[config.mk]
export PLATFORM = sky130hd
export DESIGN_NAME = bve_ctrl
export DESIGN_NICKNAME = d
export VERILOG_FILES = /design/src/rtl/core/bve_pkg.sv /design/src/rtl/core/bve_ctrl.sv
export SDC_FILE = /design/constraint.sdc
export NUM_CORES = 1
export LEC_CHECK = 0
export BUFFER_PORTS_ARGS = -buffer_cell sky130_fd_sc_hd__clkbuf_2
export CORE_AREA = 2 2 39 41
export DETAILED_ROUTE_END_ITERATION = 8
export DIE_AREA = 0 0 41 43
export PLACE_DENSITY = 0.55
export RECOVER_POWER = 50
export SETUP_SLACK_MARGIN = 0.15
export SLEW_MARGIN = 20
export SYNTH_ARGS = -nofsm -noshare
export SYNTH_HDL_FRONTEND = slang
export SYNTH_SLANG_ARGS = --single-unit
[constraint.sdc]
create_clock -name clk -period 1.8 [get_ports clk]
set_input_delay 0.09 -clock clk [delete_from_list [all_inputs] [get_ports clk]]
set_output_delay 0.09 -clock clk [all_outputs]
set_load 0.1 [all_outputs]
[src/rtl/core/bve_pkg.sv]
package bve_pkg;
    localparam int WORD_COUNT = 16;
    localparam int WORD_BITS  = 64;
    localparam int CAPACITY   = WORD_COUNT * WORD_BITS;
    localparam int WI_W       = $clog2(WORD_COUNT);
    localparam int LEN_W      = 11;
    localparam int POS_W      = 10;

    localparam logic [3:0] ACT_SETCLR = 4'd0;
    localparam logic [3:0] ACT_FLIP   = 4'd1;
    localparam logic [3:0] ACT_TEST   = 4'd2;
    localparam logic [3:0] ACT_SETALL = 4'd3;
    localparam logic [3:0] ACT_CLRALL = 4'd4;
    localparam logic [3:0] ACT_INVALL = 4'd5;
    localparam logic [3:0] ACT_COUNT  = 4'd6;
    localparam logic [3:0] ACT_FFIRST = 4'd7;
    localparam logic [3:0] ACT_FNEXT  = 4'd8;
    localparam logic [3:0] ACT_SHL    = 4'd9;
    localparam logic [3:0] ACT_SHR    = 4'd10;
    localparam logic [3:0] ACT_AND    = 4'd11;
    localparam logic [3:0] ACT_OR     = 4'd12;
    localparam logic [3:0] ACT_XOR    = 4'd13;
    localparam logic [3:0] ACT_RDLOW  = 4'd14;

    localparam logic [1:0] ST_OK    = 2'd0;
    localparam logic [1:0] ST_RANGE = 2'd1;
    localparam logic [1:0] ST_OVF   = 2'd2;

    typedef enum logic [1:0] {S_IDLE, S_WALK, S_DONE} state_t;

    typedef struct packed {
        logic       start;
        logic       walk;
        logic       last;
        logic       finish;
        logic       take;
    } cmd_t;

    typedef struct packed {
        logic       walk_needed;
    } stat_t;

    typedef struct packed {
        logic [3:0]        action;
        logic [POS_W-1:0]  bit_position;
        logic              bit_value;
        logic [LEN_W-1:0]  shift_amount;
        logic [3:0]        word_index;
        logic [63:0]       word_data;
    } req_t;

    typedef struct packed {
        logic [1:0]        status;
        logic              bit_out;
        logic              found;
        logic [POS_W-1:0]  found_position;
        logic [LEN_W-1:0]  set_count;
        logic              any_set;
        logic              all_set;
        logic [63:0]       data_out;
    } rsp_t;

    // Keep mask for word w at length len.
    function automatic logic [WORD_BITS-1:0] word_mask(input logic [WI_W-1:0] w,
                                                       input logic [LEN_W-1:0] len);
        logic [LEN_W+1:0] base;
        logic [LEN_W+1:0] rem;
        base = {{2{1'b0}}, len} - ((LEN_W+2)'(w) * (LEN_W+2)'(WORD_BITS));
        if ({{2{1'b0}}, len} <= ((LEN_W+2)'(w) * (LEN_W+2)'(WORD_BITS)))
            return '0;
        rem = base;
        if (rem >= (LEN_W+2)'(WORD_BITS))
            return '1;
        return ~({WORD_BITS{1'b1}} << rem[5:0]);
    endfunction
endpackage

[src/rtl/core/bve_ctrl.sv]
module bve_ctrl (
    input  logic           clk,
    input  logic           rst_n,
    input  logic           in_valid,
    output logic           in_ready,
    output logic           out_valid,
    input  logic           out_ready,
    input  bve_pkg::stat_t stat,
    output bve_pkg::cmd_t  cmd
);
    import bve_pkg::*;

    state_t             state_reg, state_next;
    logic [WI_W-1:0]    cnt_reg, cnt_next;

    always_ff @(posedge clk or negedge rst_n)
    begin
        if (!rst_n)
        begin
            state_reg <= S_IDLE;
            cnt_reg   <= '0;
        end
        else
        begin
            state_reg <= state_next;
            cnt_reg   <= cnt_next;
        end
    end

    always_comb
    begin
        state_next = state_reg;
        cnt_next   = cnt_reg;
        cmd        = '0;
        in_ready   = 1'b0;
        out_valid  = 1'b0;
        case (state_reg)
            S_IDLE:
            begin
                in_ready = 1'b1;
                if (in_valid)
                begin
                    cmd.start  = 1'b1;
                    cnt_next   = '0;
                    state_next = S_WALK;
                end
            end
            S_WALK:
            begin
                if (stat.walk_needed)
                begin
                    cmd.walk = 1'b1;
                    cmd.last = (cnt_reg == WI_W'(WORD_COUNT - 1));
                    cnt_next = cnt_reg + 1'b1;
                    if (cmd.last)
                        state_next = S_DONE;
                end
                else
                    state_next = S_DONE;
                if (state_next == S_DONE)
                    cmd.finish = 1'b1;
            end
            S_DONE:
            begin
                out_valid = 1'b1;
                if (out_ready)
                begin
                    cmd.take   = 1'b1;
                    state_next = S_IDLE;
                end
            end
            default: state_next = S_IDLE;
        endcase
    end
endmodule

==> out/metrics.csv <==
stage,metric,value,unit
cells_and_area,register area,150,sq um
global_route,Most Crowded Layer GR,met2,
floorplanning,Initial Utilization,24.6,%
yosys,Syn Nets,40,
yosys,Yosys cell types,22,
sta,final worst-path cycle share,87.7,%
sta,post-route setup slack,0.222,ns
yosys,"Avg Cell Area, Syn",10.0,sq um
global_route,grt ovf,0,
cells_and_area,max reg flops,4,
yosys,Syn Inst Count,34,
critical_path,CP Data Arrival Time,1.49,ns
worst_hold_path,Hold Crit Class,in2reg,
critical_path,worst path cell trace,"or3b_1, inv_2, buf_12",
worst_hold_path,min-delay src,out_ready,
yosys,Commonest cells post-synth,"dfrtp_1 (6), inv_1 (3), nand3_1 (3), nor2_1 (3), a21o_1 (2)",
floorplanning,placement row count,14,
clock_network,maximum root-to-sink buffer count,2,
sta,worst slew pin tran,0.539,ns
global_route,global-route wire length before repair,1230,microns
place,I/O Buffers,11,
sta,Worst Skew,0.00159,ns
critical_path,Worst R2R End,cnt_reg[3],
sta,Fmax,0.634,GHz
clock_network,total CTS buffers,3,
critical_path,Reg-to-Reg Start,state_reg[0],
sta,Max-slew headroom,64.2,%
critical_path,Crit path max-delay family,flip-flops,
place,DP Wirelength,572,microns
global_route,met3 Use GR,7.85,%
global_route,pin count of the biggest net entering global routing,9,
cells_and_area,final instance area,500,sq um
cells_and_area,share of cells above drive strength 1,42.9,%
critical_path,Worst path depth,3,
global_route,Total GRT Usage,11.3,%
routing,DRC Markers,0,
yosys,Mapped Area,340,sq um
yosys,mux cell area share after synthesis,0,%
run_status,result of the run,"finished, final reports clean",
yosys,Synth warnings,0,
clock_network,clock-pin transition on the worst setup and hold timing paths,0.04,ns
routing,Via density,4.63,
yosys,cell taking the most area after synthesis,dfrtp_1,
floorplanning,core region area,1380,sq um
clock_network,Num Clock Sinks,6,
floorplanning,Die Ht,43,microns
critical_path,CP Capture Type,output pin,
clock_network,H-Tree Depth,1,
critical_path,worst setup path start,state_reg[0],
job,Max Cap Viol,0,
critical_path,Crit path largest cell delay,0.48,ns
yosys,register area share after synthesis,44.1,%
critical_path,Worst Reg-to-Reg Cells,3,
yosys,simple-gate area share of the yosys netlist,23.5,%
clock_network,CTS Root Cell,clkbuf_4,
cells_and_area,fillers,143,
cells_and_area,Area Overhead vs Synth,47.1,%
critical_path,CP Buf/Inv Count,2,
critical_path,crit start category,flip-flop,
floorplanning,Die ar.,1760,sq um
routing,vias,301,
critical_path,crit path to,cmd[4],
yosys,"top cells by area, synth","dfrtp_1 (44%), nand3_1 (4.4%), a21o_1 (4.4%), ha_1 (3.7%), o211ai_2 (3.7%)",
sta,Hold Fails Final Rpt,0,
sta,Final Max Slew Viols,0,
sta,RSZ-0062 raised after global routing,false,
global_route,vias in the first global route,286,
cells_and_area,net count reported at finish,57,
critical_path,crit path kind,reg2out,
yosys,XOR/XNOR share of the synthesized area,2.57,%
routing,drt total wl,724,microns
sta,final setup violation count,0,
routing,DRT iter0 DRCs,3,
routing,drt pass-1 iters,2,
place,Placed Area,469,sq um
yosys,Synth Register Bits,6,
yosys,adder-cell area share of the yosys netlist,3.68,%
critical_path,r2r setup slk,0.55,ns
yosys,asr flop ratio synth,100,%
yosys,post-synthesis compound-gate area fraction,21.7,%
critical_path,Critical Path RT,1.71,ns
critical_path,crit-path max FO,8,
yosys,Synth Flop Type,dfrtp_1,
routing,"antenna viol nets, final",0,
yosys,Synth top area share,44.1,%
yosys,"EDFF count, synth",0,
global_route,grt met1 use,13.2,%
critical_path,Critical-path top delay cell,dfrtp_1,
floorplanning,die width,41,microns
floorplanning,io pins,12,
place,Place WS,0.395,ns
global_route,number of antenna violations at the first check in global routing,0,
clock_network,Clock Latency Late Sink,0.24,ns
global_route,met2 track demand over resource,14.1,%
yosys,most common cell in the netlist,dfrtp_1,
place,gpl congestion,0.763,
yosys,main combinational cell family by area after synthesis,simple AND/OR/NAND/NOR gates,
sta,Final min period,1.58,ns
routing,wire per inst,11.1,microns
cells_and_area,Multi-input gate area,194,sq um
clock_network,TritonCTS clock tree,yes,
clock_network,postcts setup bufs,0,
cells_and_area,ANT cells,0,
## layout make-up
cell class,count,share of cell area (%)
timing repair buffer,12,19.8
clock buffer,3,4.50
inverter,4,3.00
multi-input combinational,24,38.8
sequential,6,30.0
tap,16,4.00
## layout by cell type, fill, tap and decap left out, types with 2 or more instances in the layout
cell / Yosys / layout
buf_12: 0 / 2
dfrtp_1: 6 / 6
nor2_1: 3 / 2
clkbuf_4: 0 / 4
clkbuf_2: 0 / 6
nand3_1: 3 / 3
a21o_1: 2 / 2
inv_1: 3 / 3
## worst register-to-register path, cell delays in order (launching register included)
cell,delay [ns]
dfrtp_1,0.48
or3b_1,0.46
o211ai_2,0.11
o31ai_2,0.08
## metal layers
layer  up-vias  share of wire [%]
met4         0                2.3
met3         5                8.4
li1        150                  -
met1       135                 44
met2        11                 45
met5         -                  0
## timing repair
item,4_1_cts,5_1_grt
resized for setup,1,1
hold buffers,1,0
endpoints found under the setup margin,1,1
endpoints found under the hold margin,6,0
## worst min-delay path by stage
stage,end,cells past startpoint,slack (ns)
after floorplan,cnt_reg[0],0,-0.21
after global placement,cnt_reg[1],1,-0.07
after detailed placement,cnt_reg[1],1,-0.07
after CTS,state_reg[1],3,0.11
after global routing,state_reg[1],3,0.12
final,state_reg[1],3,0.11
## cell families after synthesis
logic type	after synthesis
compound gates	9
xor+xnor	1
fa+ha+maj	1
buf+inv	4
flops	6
simple gates	13
## metrics by stage
stage	hold slack, ns	utilization, %	TNS [ns]	std cells
finish	0.108	36.2	0	65
detailed placement	-0.0736	33.9	0	61
global route	0.125	36.2	0	65
floorplan	-0.206	-	-0.164	34
global placement	-0.0700	33.9	0	61
CTS	0.107	36.4	0	65
Power is left out: the tool's default activity adds up to more than one toggle a clock period on the data nets, which glitch-free logic cannot reach.
